## src/design/row_lru_tracker_defines.svh

```systemverilog
// ---------------------------------------------------------------------------
// row_lru_tracker assertion macros
// Shared concurrent assertion forms, clocked on clk and disabled in reset.
// ---------------------------------------------------------------------------
`ifndef ROW_LRU_TRACKER_DEFINES_SVH
`define ROW_LRU_TRACKER_DEFINES_SVH

// Same-cycle implication.
`define RLT_ASSERT_IMP(label, ante, cons) \
    label: assert property (@(posedge clk) disable iff (!rst_n) (ante) |-> (cons)) \
        else $error("row_lru_tracker: same-cycle check failed");

// Next-cycle implication.
`define RLT_ASSERT_NXT(label, ante, cons) \
    label: assert property (@(posedge clk) disable iff (!rst_n) (ante) |=> (cons)) \
        else $error("row_lru_tracker: next-cycle check failed");

`endif

```

## src/design/rlt_pkg.sv

```systemverilog
// ---------------------------------------------------------------------------
// rlt_pkg
// Types, widths and defaults shared by the row LRU tracker modules.
// ---------------------------------------------------------------------------
package rlt_pkg;

    localparam int RLT_ENTRIES   = 16;
    localparam int RLT_ADDR_BITS = 32;

    // Fixed port field widths.
    localparam int ROW_ADDR_W = 32;
    localparam int SLOT_OUT_W = 4;
    localparam int OCC_OUT_W  = 5;
    localparam int MAX_W      = 5;

    localparam logic [MAX_W-1:0] MAX_ENTRIES_RESET = 5'd16;

    typedef enum logic [1:0] {
        ST_IDLE,
        ST_LOOKUP,
        ST_UPDATE
    } rlt_state_t;

    typedef struct packed {
        logic capture;  // register the incoming address
        logic lookup;   // register compare and victim results
        logic update;   // commit table changes and load the output word
    } rlt_cmd_t;

endpackage

```

## src/design/rlt_ctrl.sv

```systemverilog
// ---------------------------------------------------------------------------
// rlt_ctrl
// Controller: sequences capture, lookup and update, and owns both handshakes.
// ---------------------------------------------------------------------------
`include "row_lru_tracker_defines.svh"

module rlt_ctrl
    import rlt_pkg::*;
(
    input  logic      clk,
    input  logic      rst_n,
    input  logic      in_valid,
    output logic      in_stall,
    output logic      out_valid,
    input  logic      out_stall,
    output rlt_cmd_t  cmd
);

    rlt_state_t state_reg;
    rlt_state_t state_next;
    logic       out_valid_reg;
    logic       out_valid_next;
    logic       load_ok;
    logic       accept;

    // The output register can take a new word when empty or being drained.
    assign load_ok = !out_valid_reg || !out_stall;

    always_ff @(posedge clk or negedge rst_n)
    begin
        if (!rst_n)
        begin
            state_reg     <= ST_IDLE;
            out_valid_reg <= 1'b0;
        end
        else
        begin
            state_reg     <= state_next;
            out_valid_reg <= out_valid_next;
        end
    end

    always_comb
    begin
        state_next  = state_reg;
        cmd         = '0;
        in_stall    = 1'b1;
        accept      = 1'b0;
        case (state_reg)
            ST_IDLE:
            begin
                in_stall = 1'b0;
                accept   = in_valid;
                if (in_valid)
                begin
                    state_next = ST_LOOKUP;
                end
            end
            ST_LOOKUP:
            begin
                cmd.lookup = 1'b1;
                state_next = ST_UPDATE;
            end
            ST_UPDATE:
            begin
                // Hold the finished lookup until the output register frees up.
                if (load_ok)
                begin
                    cmd.update = 1'b1;
                    in_stall   = 1'b0;
                    accept     = in_valid;
                    state_next = in_valid ? ST_LOOKUP : ST_IDLE;
                end
            end
            default:
            begin
                state_next = ST_IDLE;
            end
        endcase
        cmd.capture = accept;

        out_valid_next = out_valid_reg;
        if (cmd.update)
        begin
            out_valid_next = 1'b1;
        end
        else if (!out_stall)
        begin
            out_valid_next = 1'b0;
        end
    end

    assign out_valid = out_valid_reg;

    `RLT_ASSERT_NXT(a_accept_then_lookup, in_valid && !in_stall, state_reg == ST_LOOKUP)
    `RLT_ASSERT_IMP(a_no_overwrite, cmd.update, !(out_valid_reg && out_stall))
    `RLT_ASSERT_NXT(a_update_shows_word, cmd.update, out_valid_reg)

endmodule

```

## src/design/rlt_datapath.sv

```systemverilog
// ---------------------------------------------------------------------------
// rlt_datapath
// Tag store, recency ranks, occupancy and the output word register.
// ---------------------------------------------------------------------------
`include "row_lru_tracker_defines.svh"

module rlt_datapath
    import rlt_pkg::*;
#(
    parameter int ENTRIES   = RLT_ENTRIES,
    parameter int ADDR_BITS = RLT_ADDR_BITS
)
(
    input  logic                  clk,
    input  logic                  rst_n,
    input  rlt_cmd_t              cmd,
    input  logic                  cfg_valid,
    input  logic [MAX_W-1:0]      cfg_data,
    input  logic [ROW_ADDR_W-1:0] row_address,
    output logic                  hit,
    output logic [SLOT_OUT_W-1:0] slot,
    output logic [OCC_OUT_W-1:0]  occupancy
);

    localparam int SLOT_W = (ENTRIES > 1) ? $clog2(ENTRIES) : 1;
    localparam int CNT_W  = $clog2(ENTRIES + 1);
    localparam int CMP_W  = (CNT_W > MAX_W) ? CNT_W : MAX_W;

    logic [ADDR_BITS-1:0] addr_in;
    logic [ADDR_BITS-1:0] addr_reg;
    logic [ADDR_BITS-1:0] tag_reg [ENTRIES];
    logic [SLOT_W-1:0]    rank_reg [ENTRIES];
    logic [CNT_W-1:0]     used_reg;
    logic [MAX_W-1:0]     max_reg;

    logic                 lk_hit_reg;
    logic                 lk_insert_reg;
    logic [SLOT_W-1:0]    lk_slot_reg;
    logic [CNT_W-1:0]     lk_ref_reg;

    logic                 out_hit_reg;
    logic [SLOT_W-1:0]    out_slot_reg;
    logic [CNT_W-1:0]     out_occ_reg;

    logic [ENTRIES-1:0]   occ_vec;
    logic [ENTRIES-1:0]   match_vec;
    logic [ENTRIES-1:0]   victim_vec;
    logic                 any_match;
    logic [SLOT_W-1:0]    hit_idx;
    logic [SLOT_W-1:0]    victim_idx;
    logic [CNT_W-1:0]     hit_rank;
    logic [CMP_W-1:0]     max_ext;
    logic [CMP_W-1:0]     limit;
    logic                 insert;
    logic [SLOT_W-1:0]    slot_lk;
    logic [CNT_W-1:0]     ref_lk;
    logic [CNT_W-1:0]     used_next;

    // The compare uses the low ADDR_BITS address bits, zero-extending if wider.
    if (ADDR_BITS <= ROW_ADDR_W)
    begin : g_addr_trunc
        assign addr_in = row_address[ADDR_BITS-1:0];
    end
    else
    begin : g_addr_ext
        assign addr_in = {{(ADDR_BITS-ROW_ADDR_W){1'b0}}, row_address};
    end

    always_comb
    begin
        any_match  = 1'b0;
        hit_idx    = '0;
        victim_idx = '0;
        hit_rank   = '0;
        for (int k = 0; k < ENTRIES; k++)
        begin
            occ_vec[k]    = CNT_W'(k) < used_reg;
            match_vec[k]  = occ_vec[k] && (tag_reg[k] == addr_reg);
            // Ranks of occupied slots are a permutation, so the oldest is
            // the one whose rank equals the occupancy minus one.
            victim_vec[k] = occ_vec[k] && (CNT_W'(rank_reg[k]) == used_reg - 1'b1);
        end
        // Walk downward so the lowest matching slot wins.
        for (int k = ENTRIES - 1; k >= 0; k--)
        begin
            if (match_vec[k])
            begin
                any_match = 1'b1;
                hit_idx   = SLOT_W'(k);
                hit_rank  = CNT_W'(rank_reg[k]);
            end
            if (victim_vec[k])
            begin
                victim_idx = SLOT_W'(k);
            end
        end

        max_ext = CMP_W'(max_reg);
        if (max_ext == '0)
        begin
            limit = CMP_W'(1);
        end
        else if (max_ext > CMP_W'(ENTRIES))
        begin
            limit = CMP_W'(ENTRIES);
        end
        else
        begin
            limit = max_ext;
        end
        insert = !any_match && (CMP_W'(used_reg) < limit);

        // An insert ages every occupied slot, so its reference rank is the count.
        if (any_match)
        begin
            slot_lk = hit_idx;
            ref_lk  = hit_rank;
        end
        else if (insert)
        begin
            slot_lk = used_reg[SLOT_W-1:0];
            ref_lk  = used_reg;
        end
        else
        begin
            slot_lk = victim_idx;
            ref_lk  = used_reg - 1'b1;
        end

        used_next = lk_insert_reg ? used_reg + 1'b1 : used_reg;
    end

    always_ff @(posedge clk)
    begin
        if (cmd.capture)
        begin
            addr_reg <= addr_in;
        end
        if (cmd.lookup)
        begin
            lk_hit_reg    <= any_match;
            lk_insert_reg <= insert;
            lk_slot_reg   <= slot_lk;
            lk_ref_reg    <= ref_lk;
        end
        if (cmd.update)
        begin
            if (!lk_hit_reg)
            begin
                tag_reg[lk_slot_reg] <= addr_reg;
            end
            out_hit_reg  <= lk_hit_reg;
            out_slot_reg <= lk_slot_reg;
            out_occ_reg  <= used_next;
        end
    end

    always_ff @(posedge clk or negedge rst_n)
    begin
        if (!rst_n)
        begin
            used_reg <= '0;
            max_reg  <= MAX_ENTRIES_RESET;
            for (int k = 0; k < ENTRIES; k++)
            begin
                rank_reg[k] <= '0;
            end
        end
        else
        begin
            if (cfg_valid)
            begin
                max_reg <= cfg_data;
            end
            if (cmd.update)
            begin
                used_reg <= used_next;
                for (int k = 0; k < ENTRIES; k++)
                begin
                    if (SLOT_W'(k) == lk_slot_reg)
                    begin
                        rank_reg[k] <= '0;
                    end
                    else if (occ_vec[k] && (CNT_W'(rank_reg[k]) < lk_ref_reg))
                    begin
                        rank_reg[k] <= rank_reg[k] + 1'b1;
                    end
                end
            end
        end
    end

    assign hit = out_hit_reg;

    if (SLOT_W >= SLOT_OUT_W)
    begin : g_slot_trunc
        assign slot = out_slot_reg[SLOT_OUT_W-1:0];
    end
    else
    begin : g_slot_ext
        assign slot = {{(SLOT_OUT_W-SLOT_W){1'b0}}, out_slot_reg};
    end

    if (CNT_W >= OCC_OUT_W)
    begin : g_occ_trunc
        assign occupancy = out_occ_reg[OCC_OUT_W-1:0];
    end
    else
    begin : g_occ_ext
        assign occupancy = {{(OCC_OUT_W-CNT_W){1'b0}}, out_occ_reg};
    end

    `RLT_ASSERT_NXT(a_used_steps_by_one, 1'b1,
        used_reg == $past(used_reg) || used_reg == $past(used_reg) + 1'b1)
    `RLT_ASSERT_IMP(a_hit_slot_occupied, cmd.update && lk_hit_reg,
        CNT_W'(lk_slot_reg) < used_reg)
    `RLT_ASSERT_IMP(a_used_in_range, cmd.lookup, CNT_W'(ENTRIES) >= used_reg)

endmodule

```

## src/design/row_lru_tracker.sv

```systemverilog
// ---------------------------------------------------------------------------
// row_lru_tracker
// Fully associative LRU table of row addresses with hit, slot and occupancy.
// ---------------------------------------------------------------------------
// Each accepted address word passes through a lookup state and an update
// state. The lookup compares it against every occupied tag in parallel and
// picks the slot (hit, next free slot, or the oldest entry); the update
// rewrites the recency ranks and tag and loads the output register. A new
// word is taken while the previous one is committed; a stalled output
// whose register is still full holds the update until it drains. There is
// no clearing pass after reset. The max_entries register (reset 16, 0 acts
// as 1, values above ENTRIES act as ENTRIES) should be written while idle.
module row_lru_tracker
    import rlt_pkg::*;
#(
    parameter int ENTRIES   = RLT_ENTRIES,
    parameter int ADDR_BITS = RLT_ADDR_BITS
)
(
    input  logic                  clk,
    input  logic                  rst_n,
    input  logic                  cfg_valid,
    output logic                  cfg_ready,
    input  logic [MAX_W-1:0]      cfg_data,
    input  logic                  in_valid,
    output logic                  in_stall,
    input  logic [ROW_ADDR_W-1:0] row_address,
    output logic                  out_valid,
    input  logic                  out_stall,
    output logic                  hit,
    output logic [SLOT_OUT_W-1:0] slot,
    output logic [OCC_OUT_W-1:0]  occupancy
);

    rlt_cmd_t cmd;

    assign cfg_ready = 1'b1;

    rlt_ctrl u_ctrl (
        .clk       (clk),
        .rst_n     (rst_n),
        .in_valid  (in_valid),
        .in_stall  (in_stall),
        .out_valid (out_valid),
        .out_stall (out_stall),
        .cmd       (cmd)
    );

    rlt_datapath #(
        .ENTRIES   (ENTRIES),
        .ADDR_BITS (ADDR_BITS)
    ) u_datapath (
        .clk         (clk),
        .rst_n       (rst_n),
        .cmd         (cmd),
        .cfg_valid   (cfg_valid && cfg_ready),
        .cfg_data    (cfg_data),
        .row_address (row_address),
        .hit         (hit),
        .slot        (slot),
        .occupancy   (occupancy)
    );

endmodule
```

## config.mk

```make
export PLATFORM = sky130hd
export DESIGN_NAME = row_lru_tracker
export DESIGN_NICKNAME = d
export VERILOG_FILES = /design/src/design/rlt_pkg.sv /design/src/design/rlt_ctrl.sv /design/src/design/rlt_datapath.sv /design/src/design/row_lru_tracker.sv
export VERILOG_INCLUDE_DIRS = /design/src /design/src/design
export SDC_FILE = /design/constraint.sdc
export NUM_CORES = 1
export LEC_CHECK = 0
export ABC_AREA = 1
export BUFFER_PORTS_ARGS = -buffer_cell sky130_fd_sc_hd__clkbuf_2
export CAP_MARGIN = 20
export CORE_ASPECT_RATIO = 1.5
export CORE_MARGIN = 3
export CORE_UTILIZATION = 59
export CTS_BUF_LIST = sky130_fd_sc_hd__clkbuf_2 sky130_fd_sc_hd__clkbuf_4 sky130_fd_sc_hd__clkbuf_8
export CTS_CLUSTER_SIZE = 16
export DETAILED_ROUTE_END_ITERATION = 12
export PLACE_DENSITY_LB_ADDON = 0.2
export SYNTH_ARGS = -nofsm -noshare
export SYNTH_HDL_FRONTEND = slang
export SYNTH_HIERARCHICAL = 1
export SYNTH_SLANG_ARGS = --single-unit
```

## constraint.sdc

```tcl
create_clock -name clk -period 3.7 [get_ports clk]
set_input_delay 0.185 -clock clk [delete_from_list [all_inputs] [get_ports clk]]
set_output_delay 0.185 -clock clk [all_outputs]
set_load 0.02 [all_outputs]
```

After elaboration in Yosys (flattened, before gate mapping):

Memories as Yosys holds them, arrays and structs flattened.
Index checks and enable logic that the tools add are counted.

* add/sub/neg operators: 18
* $mul: 0
* divide/modulo/power cells: 0
* order comparisons: 34
* equal/unequal tests: 52
* shift operators: 0
* multiplexer cells: 119
* bitwise gates (word level): 0
* reductions and logical operators: 89

Operator list (number)
* $eq 32x32->1: 16
* $mux 4: 82
* $eq 4x5->1: 16
* $lt 4x5->1: 16
* $add 4x1->4 const B: 16
* $logic_and 1x1->1: 49
* $lt 4x5->1 const A: 8
* $reduce_and 2->1: 17
* $eq 4x4->1 const A: 8
* $reduce_bool 2->1: 16
* $mux 1: 27
* $mux 5: 5
* $lt 3x5->1 const A: 4
* $eq 3x4->1 const A: 4
* $lt 1x5->1 const A: 2
* $lt 2x5->1 const A: 2
* $eq 2x4->1 const A: 2
* $pmux 2 s3: 1
* $add 5x1->5 const B: 1
* $gt 5x5->1 const B: 1
* $logic_not 5->1: 1
* $lt 5x5->1: 1
* $sub 5x1->5 const B: 1
* $eq 1x4->1 const A: 1
* 10 further kinds: 15

* flip-flop bits (word level): 130
* bits in latches: 0
* RAM bits: 512
* ROM bits: 0
* input bits: 42
* output and inout bits: 13
* logic and storage cells: 341
* memories: 1

Memories
* u_datapath.tag_reg: words 16, bits a word 32, read ports 16, clocked after memory_dff 0, write ports 1, RTL line rlt_datapath.sv:31 `logic [ADDR_BITS-1:0] tag_reg [ENTRIES];`

Logic depth before layout (Yosys ltp):

Gate-level depths: netlist of run 1.
An unclocked memory read counts as a cell.

* word-level depth: 23
* gate-level depth with buffers: 27
* mapped depth without buffers: 25

By module:

Netlist of run 1, hierarchy kept.

Modules (own cells, without submodules)
* rlt_datapath: instances 1, cells each 3282, area an instance 33923.8 µm², sequential area each 18819.3 µm²
* rlt_ctrl: instances 1, cells each 25, area an instance 172.7 µm², sequential area each 75.1 µm²
* row_lru_tracker: instances 1, cells each 2, area an instance 11.3 µm², sequential area each 0.0 µm²

Worst setup path after synthesis of run 1:

Ideal clock, no wire load.

* kind: reg2reg
* start: reg u_ctrl.out_valid_reg, in the netlist u_ctrl/out_valid
* end: mem u_datapath/tag_reg[6][0] in the netlist's numbering (enable)
* setup time: 0.421 ns
* data arrival time: 3.188 ns
* data required time: 3.279 ns
* setup slack: 0.091 ns
* cell stages (with the launch flop): 11
* buffers on the path: 4
* period minus slack after synthesis: 3.609 ns
* path through: dfrtp_1 -> nand2_1 -> inv_1 -> nor2_1 -> buf_4 -> clkbuf_1 -> inv_1 -> or2_2 -> clkbuf_1 -> clkbuf_1 -> nor2_1

RTL lines
* from (decl): RTL line rlt_ctrl.sv:21 `logic out_valid_reg;`
* from (signal assigned): RTL line rlt_ctrl.sv:39 `out_valid_reg <= out_valid_next;`
* to (decl): RTL line rlt_datapath.sv:31

Worst setup path in the final report of run 1:

* start: reg u_datapath.addr_reg[23]
* end: reg u_datapath.lk_ref_reg[1], data pin

* cells in the longest elaborated chain, start to end: 22
* elaborated cells between the ends (all ways): 68
* those cells by class: eq/ne: 16; mux: 34; reduce/logical: 18

Ends and longest elaborated chain
* from (decl): RTL line rlt_datapath.sv:30 `logic [ADDR_BITS-1:0] addr_reg;`
* from (signal assigned): RTL line rlt_datapath.sv:137 `addr_reg <= addr_in;`
* $eq 32x32->1: RTL line rlt_datapath.sv:78 `match_vec[k] = occ_vec[k] && (tag_reg[k] == addr_reg);`
* $logic_and 1x1->1: RTL line rlt_datapath.sv:78
* $mux 1 (16 in series): RTL line rlt_datapath.sv:86 `if (match_vec[k])`
* $logic_not 1->1: RTL line rlt_datapath.sv:111 `insert = !any_match && (CMP_W'(used_reg) < limit);`
* $logic_and 1x1->1: RTL line rlt_datapath.sv:111
* $mux 5: RTL line rlt_datapath.sv:119 `else if (insert)`
* $mux 5 (*): RTL line rlt_datapath.sv:114 `if (any_match)`
* named net u_datapath.ref_lk[1]: RTL line rlt_datapath.sv:56 `logic [CNT_W-1:0] ref_lk;`
* to (signal assigned): RTL line rlt_datapath.sv:144 `lk_ref_reg <= ref_lk;`
* to (decl): RTL line rlt_datapath.sv:39 `logic [CNT_W-1:0] lk_ref_reg;`

The timed path passes the listed nets; every way through them passes the cells marked *.
A chain may end at the register's enable or synchronous reset.

==> out/metrics.yaml, run 1 <==
hold_viol_final: 0
start_util: 0.5980
hp-class: "in -> async"
synth.most_common_cell: "nand2_1"
drt-total-wl_um: 121000
post-route-cell-area_um2: 38650
die_x_um: 202.3
route.detailed.drc: 0
synth-async-reset-ratio: 0.1199
crit_slowest_cell: "nor4_1"
rsz0062_at_grt: "no"
drt_iter0_drc: 2971
wl_per_cell_um: 27.23
grt_max_degree: 51
syn_inst: 3309
syn_area_per_cell_um2: 10.31
area_growth_pct: 13.32
worst-r2r-setup-slack_ns: 0.13
maxSlewHeadroom: 0.2945
synthFlopType: "edfxtp_1"
powerDensity_nw_per_um2: 553.9
vias: 27060
p_leak_nw: 15.31
fin_nets: 3709
dieArea_um2: 60790
fillers: 4467
ys_seq_area_frac: 0.5540
outcome: "finished clean"
io_buffers: 53
tightestPinTransition_ns: 1.049
worstPathArrival_ns: 4.06
yosys-top-cells-count: "nand2_1 (589), edfxtp_1 (565), inv_1 (291), nor2_1 (276), xor2_1 (227)"
via_per_inst: 6.091
maxCapViolCount: 0
yosys.area.top_type: "edfxtp_1"
cts_tree: "done"
cts_root_buffer: "clkbuf_8"
synth_edf_count: 565
grt_pass1_vias: 27120
grt_pass1_wl_um: 175100
largest_register_ff_count: 512
die-height_um: 300.5
dpl_cell_area_um2: 36210
period_share: 0.9647
yosys.cell_types.count: 65
io-pin-count: 55
gr-total-overflow: 0
place_ws_ns: -0.07889
row_count: 107
crit_type: "reg -> reg"
setup_viol: 0
grt_use_total: 0.3977
ys_warn_count: 6
ir_worst_vdd_v: 0.0004195
clk_pin_slew_ns: 0.08
worst_setup_path_start_kind: "flip-flop"
antenna_found_initial: 7
critPathMaxFanout: 24
crit_path_cell_trace: "buf_12, xor2_1, nor4_1, nand3_1, nor2_2, nor2_4, nand2_2, nor3_4, nand2_2, buf_4, nor2_2, o21ai_1, nand2_1"
synthTopCellsByArea: "edfxtp_1 (50%), nand2_1 (6.5%), xor2_1 (5.8%)"
cts.path.max_buffers: 3
place.gp.congestion: 1.040
period_minus_slack_ns: 3.569
ant_nets: 0
finalClockSkew_ns: 0.04936
numCtsBuffers: 97
yosysTopAreaCellShare: 0.4974
max_stage_delay_ns: 0.91
slew_violations: 0
fmax_mhz: 280.2
coreArea_um2: 57030
cp-end-kind: "flip-flop"
cts_sinks: 642
drt_first_pass_iters: 7
setup_ws_ns: 0.1307
clock_latency_ns: 0.74
drive_gt1_frac: 0.1437
cp.required_ns: 4.19
syn-num-nets: 3422
ys_ff_latch: 642
hpwl_um: 84880
h-tree-depth: 3
syn_area_um2: 34110
## cell type report
class                           count  area (µm²)  share of cell area
Clock buffer                      111        1446             0.03742
Antenna cell                        5       12.51           0.0003237
Tap cell                          763       954.7             0.02470
Timing Repair Buffer              287        2485             0.06429
Sequential cell                   642       18890              0.4888
Multi-Input combinational cell   2246       13230              0.3422
Inverter                          322        1220             0.03156
Clock inverter                     67       411.6             0.01065
## placed cells by master (no fill, tap or decap), drive strengths merged, types with 29 or more instances in the layout
master         n
nand3        141
xor2         229
inv          322
o21ai        142
xnor2        196
nor3          70
or2           80
ha            71
dlygate4sd3   50
nor4          86
nand3b        29
a21oi         74
dfrtp         76
buf          185
nand4        146
nand2        601
edfxtp       565
nor2         287
clkinv        56
clkbuf       163
## critical path, delay by kind of cell, from the launching register on
family,cells,cell delay [ns]
XOR/XNOR,1,0.21
AO/OA/AOI/OAI,1,0.17
flip-flops,1,0.42
AND/OR/NAND/NOR,9,2.12
buffers and inverters,2,0.36
## logic make-up (layout without fill, tap and decap cells)
logic type               after synthesis  count (layout)  synth area share
other                                  1               6         0.0001099
buffers and inverters                421             787           0.05972
flip-flops                           642             642            0.5540
XOR/XNOR                             425             425            0.1098
adder cells (fa/ha/maj)               71              71           0.02605
AND/OR/NAND/NOR                     1482            1482            0.2068
AO/OA/AOI/OAI                        267             267           0.04358
## layer usage
metal / GRT usage / routed length, µm / part of all wire
met2: 0.6681 / 57920 / 0.48
met4: 0.2886 / 10920 / 0.090
met5: 0 / 14 / 0.00012
met3: 0.07732 / 11140 / 0.092
met1: 0.4539 / 40980 / 0.34
## through the flow
step	util	hold WS, ns	instances	setup TNS (ns)	power, W
after global routing	0.6776	0.1016	4440	0	0.02230
after floorplan	-	-0.1106	3309	0	0.01251
after global placement	0.6348	0.2695	4206	-0.5081	0.01524
after detailed placement	0.6349	0.2755	4207	-0.1098	0.01540
final	0.6777	0.06138	4443	0	0.02141
after CTS	0.6763	0.04677	4435	0	0.02116
## power breakdown
group          total [W]  internal (W)  switching, W
sequential       0.00918       0.00840      0.000778
combinational    0.00647       0.00213       0.00433
clock            0.00577       0.00290       0.00287
total             0.0214        0.0134       0.00798
## path summary, 6_finish.rpt
kind                                                             to  cells past startpoint                         startpoint
worst max-delay path             u_datapath/lk_ref_reg[1]$_DFFE_PP_                     13  u_datapath/addr_reg[23]$_DFFE_PP_
worst min-delay path            u_datapath/rank_reg[14]$_DFFE_PN0P_                      2                              rst_n
worst max register to register   u_datapath/lk_ref_reg[1]$_DFFE_PP_                     13  u_datapath/addr_reg[23]$_DFFE_PP_
worst min register to register         u_ctrl/out_valid$_DFFE_PN0P_                      2       u_ctrl/out_valid$_DFFE_PN0P_
max in group asynchronous       u_datapath/rank_reg[34]$_DFFE_PN0P_                      3                              rst_n
min in group clk                  u_datapath/addr_reg[29]$_DFFE_PP_                      2                    row_address[29]
## what timing repair did
item | CTS | global route
endpoints found under the hold margin | 89 | 0
hold buffers | 50 | 0
gates resized for setup | 1 | 3
setup endpoints to repair | 2 | 13
setup buffers | 0 | 3
(Power assumes the default switching activity.)
==> run 2: changes to the inputs <==
--- a/config.mk
+++ b/config.mk
@@ -11,7 +11,7 @@
 export CAP_MARGIN = 20
 export CORE_ASPECT_RATIO = 1.5
 export CORE_MARGIN = 3
-export CORE_UTILIZATION = 59
+export CORE_UTILIZATION = 37
 export CTS_BUF_LIST = sky130_fd_sc_hd__clkbuf_2 sky130_fd_sc_hd__clkbuf_4 sky130_fd_sc_hd__clkbuf_8
 export CTS_CLUSTER_SIZE = 16
 export DETAILED_ROUTE_END_ITERATION = 12
==> out/metrics.yaml, run 2 (synthesis gave the netlist of run 1 again) <==
coreArea_um2: 90870  # +59%
worstPathArrival_ns: 4.06  # about the same
most-common-layout-cells: "nand2_1 (589), edfxtp_1 (565), inv_1 (291), nor2_1 (259), xor2_1 (227)"
grt_use_total: 0.2491  # -0.1486
finalClockSkew_ns: 0.04015  # -0.009214 ns
slew_violations: 0  # unchanged
numCtsBuffers: 103  # +6.2%
period_minus_slack_ns: 3.541  # -0.02840 ns
cts.path.max_buffers: 3  # unchanged
crit_slowest_cell: "dfrtp_1"
ir_worst_vdd_v: 0.0003756  # -10%
dpl_cell_area_um2: 36560  # +0.96%
period_share: 0.9570  # -0.007676
max_stage_delay_ns: 0.57  # -0.34 ns
worst_setup_path_start_kind: "flip-flop"
io_buffers: 53  # unchanged
tightestPinTransition_ns: 1.072  # +0.02333 ns
grt.busiest_layer: "met2"
drt-total-wl_um: 119800  # -0.98%
crit_type: "reg -> reg"
maxSlewHeadroom: 0.2854  # -0.009108
dieArea_um2: 95940  # +58%
area_growth_pct: 14.75
io-pin-count: 55  # unchanged
antenna_found_initial: 5  # -2
grt_pass1_wl_um: 171800  # -1.9%
rsz0062_at_grt: "no"
cts_root_buffer: "clkbuf_8"
powerDensity_nw_per_um2: 544.7  # -1.7%
hp-class: "in -> async"
grt_pass1_vias: 25740  # -5.1%
postCtsSetupRepairBufs: 0  # unchanged
critPathMaxFanout: 6  # -75%
outcome: "finished clean"
wl_per_cell_um: 24.79  # -9.0%
cp-end-kind: "flip-flop"
grt_util_met2: 0.4508  # -0.2172
grtUsageMet3: 0.03071  # -0.04661
drt_first_pass_iters: 7  # unchanged
ant_nets: 0  # unchanged
route.detailed.drc: 0  # unchanged
crit_path_cell_trace: "nor2_4, buf_4, nand2_1, a21oi_2, inv_1, and3_1, nand3_1, o21ai_0, nor2_1, nand4_1, nand4_1, o21ai_2"
use_met1: 0.2836  # -0.1703
fmax_mhz: 282.4  # +0.80%
clk_pin_slew_ns: 0.06  # -0.02 ns
fin_tns_setup_ns: 0  # unchanged
p_leak_nw: 15.35  # +0.26%
hpwl_um: 85910  # +1.2%
die_x_um: 253.9  # +25%
cts_sinks: 642  # unchanged
post-route-cell-area_um2: 39140  # +1.3%
h-tree-depth: 3  # unchanged
crit_top_cell: "nand4_1"
place.gp.congestion: 0.9344  # -10%
final-instance-count-excl-fill: 4832  # +8.8%
fin_nets: 3693  # -0.43%
row_count: 135  # +26%
cp.required_ns: 4.22  # +0.03 ns
drt_iter0_drc: 1933  # -35%
grt_max_degree: 60  # +18%
clock_latency_ns: 0.78  # +0.04 ns
final_util: 0.4307  # -0.2470
drive_gt1_frac: 0.1460  # +0.002302
hold_viol_final: 0  # unchanged
largest_register_ff_count: 512  # unchanged
layout_commonest_cell: "nand2_1"
die-height_um: 377.9  # +26%
dp_cells: 4589  # +9.1%
vias: 25470  # -5.9%
via_per_inst: 5.271  # -13%
gr-total-overflow: 0  # unchanged
setup_viol: 0  # unchanged
start_util: 0.3753  # -0.2227
maxCapViolCount: 0  # unchanged
cts_tree: "done"
==> run 2: changes by cell type in the layout (fill, tap and decap cells not counted), sizes merged <==
cell,previous run,this run
clkbuf,163,195
buf,185,163
clkinv,56,38
clkinvlp,7,1
inv,322,327
diode,5,3
bufinv,4,3
==> run 2: timing repair <==
action                                  CTS  global route
hold buffers                             50             0
resized for setup                         0             0
endpoints found under the setup margin    0             0
endpoints found under the hold margin    98             0
==> run 2: metrics by stage <==
stage / total power (W) / worst slack, ns / hold WS, ns
global placement: 0.01504 / -0.07727 / 0.3630
CTS: 0.02150 / 0.2074 / 0.01569
floorplan: 0.01251 / 0.09079 / -0.1106
detailed placement: 0.01506 / 0.2222 / 0.3516
finish: 0.02132 / 0.1591 / 0.06663
global route: 0.02238 / 0.07693 / 0.07343
==> run 2: area by class of cell <==
type / instances / area [µm²]
diodes: 3 / 7.507
clock buffers: 143 / 1737
clock inverters: 47 / 335.3
fillers: 8761 / 51740
inverters: 322 / 1216
multi-input cells: 2246 / 13220
flip-flops and latches: 642 / 18890
well taps: 1164 / 1456
repair buffers: 265 / 2267
==> run 2: worst max-delay path, delay by kind of cell, from the launching register on <==
kind                   cells  cell delay, ns
DFF                        1            0.57
buffers and inverters      2            0.37
AOI/OAI and AO/OA          3            0.66
and+or+nand+nor            7            1.68
==> run 2: power breakdown <==
part	internal, W	switching [W]	leakage, nW
Sequential	0.00840	0.000688	6.07
Clock	0.00327	0.00302	1.12
Combinational	0.00199	0.00394	8.16
==> run 2: final timing paths <==
path	cells past startpoint	endpoint	slack, ns	start
max	12	u_datapath/lk_slot_reg[2]$_DFFE_PP_	0.16	u_datapath/used_reg[4]$_DFFE_PN0P_
min	2	u_datapath/rank_reg[3]$_DFFE_PN0P_	0.07	rst_n
max reg2reg	12	u_datapath/lk_slot_reg[2]$_DFFE_PP_	0.16	u_datapath/used_reg[4]$_DFFE_PN0P_
min reg2reg	2	u_ctrl/out_valid$_DFFE_PN0P_	0.54	u_ctrl/out_valid$_DFFE_PN0P_
max in group asynchronous	3	u_datapath/rank_reg[16]$_DFFE_PN0P_	2.74	rst_n
min in group clk	2	u_datapath/addr_reg[20]$_DFFE_PP_	0.12	row_address[20]
==> run 2: routing by layer <==
layer  part of all wire  wire length, µm
met1               0.38            45030
met2               0.51            61630
met3              0.051             6132
met4              0.058             6997
met5                  0                0
